--- src/sv/bmf_pkg.sv ---
// ----------------------------------------------------------------------------
// bmf_pkg
// Shared sizes, register indexes, operation codes and the divider request
// type of the clipped box mean filter.
// ----------------------------------------------------------------------------
package bmf_pkg;

    // Image and window limits
    localparam int MAX_WIDTH  = 1024;
    localparam int MAX_HEIGHT = 1024;
    localparam int MAX_RADIUS = 15;

    // Field and counter widths
    localparam int COL_W   = $clog2(MAX_WIDTH);
    localparam int ROW_W   = $clog2(MAX_HEIGHT);
    localparam int DIM_W   = 11;
    localparam int RAD_W   = 4;
    localparam int CFG_W   = 11;
    localparam int PIX_W   = 8;
    localparam int IDX_W   = 2;

    // Line store: a ring of rows, addressed {row mod ring, column}
    localparam int RING_ROWS  = 2 * MAX_RADIUS + 2;
    localparam int RING_W     = $clog2(RING_ROWS);
    localparam int LINE_DEPTH = RING_ROWS * MAX_WIDTH;

    // Sum widths
    localparam int COLSUM_W  = 13;
    localparam int WSUM_W    = 18;
    localparam int TOTAL_W   = 28;
    localparam int AREA_W    = 21;
    localparam int SKIP_W    = 14;
    localparam int SPAN_W    = 6;
    localparam int DIV_CNT_W = $clog2(TOTAL_W);

    // Register indexes
    localparam logic [IDX_W-1:0] REG_IMAGE_WIDTH   = 2'd0;
    localparam logic [IDX_W-1:0] REG_IMAGE_HEIGHT  = 2'd1;
    localparam logic [IDX_W-1:0] REG_WINDOW_RADIUS = 2'd2;

    // Register reset values
    localparam logic [DIM_W-1:0] RST_IMAGE_WIDTH   = 11'd640;
    localparam logic [DIM_W-1:0] RST_IMAGE_HEIGHT  = 11'd480;
    localparam logic [RAD_W-1:0] RST_WINDOW_RADIUS = 4'd1;

    // Operation codes
    localparam logic OP_PIXEL = 1'b0;
    localparam logic OP_DRAIN = 1'b1;

    // Divider request
    typedef struct packed {
        logic                start;
        logic [TOTAL_W-1:0]  dividend;
        logic [AREA_W-1:0]   divisor;
    } div_req_t;

endpackage

--- src/sv/bmf_div.sv ---
// ----------------------------------------------------------------------------
// bmf_div
// Restoring unsigned divider, one quotient bit per cycle. Pulses done with
// the quotient held until the next request.
// ----------------------------------------------------------------------------
module bmf_div (
    input  logic                         clk,
    input  logic                         rst_n,
    input  bmf_pkg::div_req_t            req,
    output logic                         done,
    output logic [bmf_pkg::TOTAL_W-1:0]  quotient
);

    logic                           busy_reg;
    logic [bmf_pkg::DIV_CNT_W-1:0]  cnt_reg;
    logic [bmf_pkg::AREA_W:0]       rem_reg;
    logic [bmf_pkg::TOTAL_W-1:0]    dvd_reg;
    logic [bmf_pkg::AREA_W-1:0]     dvs_reg;
    logic                           done_reg;

    logic [bmf_pkg::AREA_W:0]       rem_sh;
    logic [bmf_pkg::AREA_W:0]       dvs_ext;
    logic                           fits;

    // Shift in the next dividend bit and trial-subtract
    always_comb
    begin
        rem_sh  = {rem_reg[bmf_pkg::AREA_W-1:0], dvd_reg[bmf_pkg::TOTAL_W-1]};
        dvs_ext = {1'b0, dvs_reg};
        fits    = rem_sh >= dvs_ext;
    end

    // Control and datapath
    always_ff @(posedge clk or negedge rst_n)
    begin
        if (!rst_n)
        begin
            busy_reg <= 1'b0;
            done_reg <= 1'b0;
            cnt_reg  <= '0;
        end
        else
        begin
            done_reg <= 1'b0;
            if (req.start)
            begin
                busy_reg <= 1'b1;
                cnt_reg  <= '0;
                rem_reg  <= '0;
                dvd_reg  <= req.dividend;
                dvs_reg  <= req.divisor;
            end
            else if (busy_reg)
            begin
                rem_reg <= fits ? (rem_sh - dvs_ext) : rem_sh;
                dvd_reg <= {dvd_reg[bmf_pkg::TOTAL_W-2:0], fits};
                cnt_reg <= cnt_reg + 1'b1;
                if (cnt_reg == bmf_pkg::DIV_CNT_W'(bmf_pkg::TOTAL_W - 1))
                begin
                    busy_reg <= 1'b0;
                    done_reg <= 1'b1;
                end
            end
        end
    end

    assign done     = done_reg;
    assign quotient = dvd_reg;

endmodule

--- config.mk ---
export PLATFORM = sky130hd
export DESIGN_NAME = bmf_div
export DESIGN_NICKNAME = d
export VERILOG_FILES = /design/src/sv/bmf_pkg.sv /design/src/sv/bmf_div.sv
export SDC_FILE = /design/constraint.sdc
export NUM_CORES = 1
export LEC_CHECK = 0
export ABC_AREA = 1
export CORE_ASPECT_RATIO = 0.75
export CORE_MARGIN = 1
export CORE_UTILIZATION = 42
export CTS_CLUSTER_SIZE = 30
export DETAILED_ROUTE_END_ITERATION = 6
export DONT_BUFFER_PORTS = 1
export GPL_TIMING_DRIVEN = 0
export SETUP_SLACK_MARGIN = 0.02
export SYNTH_ARGS = -nofsm -noshare
export SYNTH_HDL_FRONTEND = slang
export SYNTH_SLANG_ARGS = --single-unit
--- constraint.sdc ---
create_clock -name clk -period 4.85 [get_ports clk]
set_input_delay 1.455 -clock clk [delete_from_list [all_inputs] [get_ports clk]]
set_output_delay 1.455 -clock clk [all_outputs]
set_load 0.02 [all_outputs]
* Word level (Yosys, flattened, before mapping)
Cells that the tools add are included.
** Operators by class
- Multiplexer cells :: 12
- Reductions and logical operators :: 3
- Order comparisons :: 1
- Add/subtract/negate cells :: 2
- Equal/unequal tests :: 1
** Operators with widths (number)
- 28-bit 2-to-1 mux :: 2
- 22-bit 2-to-1 mux :: 2
- 22-bit by 21-bit >= comparator with 1-bit output :: 1
- 22-bit by 21-bit subtractor with 22-bit output :: 1
- 5-bit 2-to-1 mux :: 2
- 1-bit 2-to-1 mux :: 6
- 5-bit by 1-bit adder with 5-bit output, second input constant :: 1
- 5-bit == test, second input constant :: 1
- 2-bit AND reduction :: 2
- 2-bit nonzero test :: 1
** Word-level totals
- Output and inout port bits :: 29
- Bits of input ports :: 52
- Flip-flop bits (word level) :: 78
- Word-level logic and storage cells :: 25

* Logic depth before layout (Yosys ltp)
- Depth after elaboration :: 4
- Gate-level depth with buffers :: 16
- Depth with buffers taken out :: 16

* Least setup slack after synthesis
Ideal clock, no wire load.
- Path type :: in2reg
- Start :: input port req[49] in the netlist's numbering
- End :: register dvd_reg (netlist bit quotient[0]), enable pin
- Required time :: 4.437 ns
- Setup time :: 0.413 ns
- Arrival time :: 3.176 ns
- Setup slack :: 1.261 ns
- Cell stages on the path :: 4
- Path buffers :: 2
- Cell sequence :: clkbuf_1 nor2_1 clkbuf_1 nor2_1
** On the way
- Word-level cells in the longest chain between the ends :: 2
** RTL lines
- start: declaration :: line bmf_div.sv:9 : input bmf_pkg::div_req_t req,
- 2-bit nonzero test (no line)
- 2-bit AND reduction (no line)
- end signal: assignment :: line bmf_div.sv:50 : dvd_reg <= req.dividend;
- end signal: assignment :: line bmf_div.sv:56 : dvd_reg <= {dvd_reg[bmf_pkg::TOTAL_W-2:0], fits};
- end: declaration :: line bmf_div.sv:17 : logic [bmf_pkg::TOTAL_W-1:0] dvd_reg;
No other way between the ends.
A chain may end at the register's enable or synchronous reset.

* Worst setup path in the final report
Ends and elaborated chain as after synthesis.

==> impl_metrics.json <==
{
  "final_net_count": 707,
  "fin_util": 0.486,
  "clock_latency_ns": 0.34,
  "final_area_sq_mm": 0.00542,
  "period_share": 0.619,
  "fin_setup_tns_ns": 0,
  "largest_reg_flops": 28,
  "cts_max_level": 3,
  "area_growth_pct": 10.7,
  "drtPass1Iterations": 5,
  "grt_max_degree": 31,
  "yosysTopAreaCell": "edfxtp_1",
  "dp_slack_ns": 1.47,
  "die_area_sq_mm": 0.0121,
  "leakagePower_nw": 2.63,
  "cp_common_cell": "clkbuf_1",
  "synth-seq-cells": 77,
  "rows": 33,
  "cts_setup_buffers": 0,
  "cts-resized-gates": 0,
  "cap_viol_max_count": 0,
  "drv_slew": 0,
  "drt-initial-drc-count": 302,
  "drt-total-wl_um": 12400,
  "synthTopCellsByCount": "236 x nand2_1, 97 x inv_1, 70 x edfxtp_1",
  "worst_ir_drop_vdd_uv": 214,
  "synth_edf_count": 70,
  "timing.fmax_ghz": 0.333,
  "vias": 3982,
  "min_from": "cnt_reg[4]",
  "min_path_type": "flip-flop to flip-flop",
  "place.port_buffers": 0,
  "crit_fanout": 20,
  "setup_viol": 0,
  "crit_buf_inv": 3,
  "async_flop_share": 0.0909,
  "slew_headroom": 0.358,
  "detail-route-antenna-nets": 0,
  "die_w_um": 127,
  "cts_root_buf": "clkbuf_16",
  "worst_slack_ns": 1.85,
  "crit_required_ns": 4.89,
  "clk_path_buf_depth": 2,
  "antenna_found_initial": 0,
  "initial_utilization": 0.439,
  "outcome": "finished, final reports clean",
  "syn_area_sq_mm": 0.00490,
  "synthTopCellsByArea": "edfxtp_1 43%, nand2_1 18%, inv_1 7.4%",
  "syn_nets": 695,
  "hold_viol": 0,
  "min_period_ns": 3.00,
  "crit_path_max_incr_delay_ns": 0.49,
  "tritoncts": "yes",
  "synth_ff_type": "edfxtp_1",
  "endpoint_kind": "flip-flop",
  "io_pins": 81,
  "antenna_cells": 0,
  "core-area_sq_mm": 0.0111,
  "avgSynthCellArea_sq_um": 7.90,
  "cts_sinks": 77,
  "p_per_area_mw_per_mm2": 400,
  "crit_type": "input pin to flip-flop",
  "rsz0062_at_grt": "no",
  "ctsHoldBuffers": 0,
  "worst_r2r_startpoint": "quotient[27]",
  "dp_hpwl_um": 9160,
  "drive_above_1_share": 0.0801,
  "hold_slack_ns": 0.499,
  "synth.distinct_cells": 36,
  "avgViaCountPerCell": 5.12,
  "finClkSkew_ns": 0.00700,
  "grt_overflow": 0,
  "cp.arrival_ns": 3.04,
  "drc": 0,
  "placed_area_sq_mm": 0.00509,
  "yosysTopAreaCellShare": 0.429,
  "yosys_warnings": 0,
  "cp_slowest_cell": "nor2_2",
  "ys_seq_area_frac": 0.465,
  "cpLargestDelayFamily": "buffers and inverters",
  "path_clk_slew_ns": 0.06,
  "numCtsBuffers": 9,
  "cp-start-kind": "input pin",
  "grt_pass1_vias": 3708,
  "crit_start": "req[49]",
  "syn_inst": 620,
  "tightest_slew_ns": 0.962,
  "wl_per_cell_um": 15.9,
  "grt_pass1_wl_um": 19300,
  "yosysMostFrequentCell": "nand2_1",
  "crit_chain": "clkbuf_1 -> nor2_1 -> clkbuf_1 -> nor2_2 -> buf_8",
  "die_h_um": 95.5,
  "place.gp.congestion": 0.890,
  "grt.total_usage": 0.212
}
-- worst paths after layout --
check                           slack, ns  cells past startpoint     endpoint
max in group asynchronous            3.96                      0         done
worst min register to register       0.50                      1   cnt_reg[4]
worst max-delay path                 1.85                      5  quotient[0]
min in group asynchronous            0.81                      0   cnt_reg[1]
worst max register to register       2.17                     15  rem_reg[14]
worst min-delay path                 0.50                      1   cnt_reg[4]
-- power by group --
part	internal [W]	leakage, nW	switching (W)	total [W]
clock network	0.000469	0.160	0.000283	0.000753
logic	0.000202	1.69	0.000358	0.000560
registers	0.000802	0.778	0.0000558	0.000858
total	0.00147	2.63	0.000697	0.00217
-- routing by layer --
layer  wire, um  part of all wire  global-route usage
met5          0                 0                   0
met2       5220              0.42               0.307
met4        111            0.0090              0.0516
met1       6270              0.51               0.319
met3        761             0.062              0.0471
-- through the flow --
step,power [W],std cells
floorplan,0.00129,620
global route,0.00230,777
CTS,0.00218,777
global placement,0.00141,760
finish,0.00217,777
detailed placement,0.00142,761
-- placed cells by master (no fill, tap or decap), types with 2 or more instances in the layout --
cell type,instances
a21oi_1,16
a31oi_1,2
buf_4,2
buf_6,5
bufinv_16,2
clkbuf_1,8
clkbuf_16,9
dfrtp_1,7
edfxtp_1,70
ha_1,22
inv_1,97
inv_2,2
inv_6,2
nand2_1,236
nand2_2,11
nand2_4,2
nand3_1,46
nand3_2,2
nand3b_1,13
nand4_1,4
nor2_1,30
nor2_2,3
nor2_4,3
nor3_1,4
o21ai_0,5
o21ai_1,10
xnor2_1,7
xor2_1,2
-- cell type report --
class / count / area [sq um]
fillers: 1124 / 5730
flip-flops and latches: 77 / 2280
multi-input cells: 428 / 2140
inverters: 99 / 372
clock buffers: 10 / 239
well taps: 140 / 175
plain buffers: 16 / 106
clock inverters: 6 / 93.8
repair buffers: 1 / 15.0
-- cell families (layout without fill, tap and decap cells) --
family                   Yosys count  after routing  synth area share
AO/OA/AOI/OAI                     37             37            0.0409
XOR/XNOR                           9              9            0.0161
adder cells (fa/ha/maj)           23             23            0.0603
buffers and inverters            115            132            0.0976
flip-flops                        77             77             0.465
AND/OR/NAND/NOR                  359            359             0.320
Note: power is estimated with default switching activity, not from simulation.
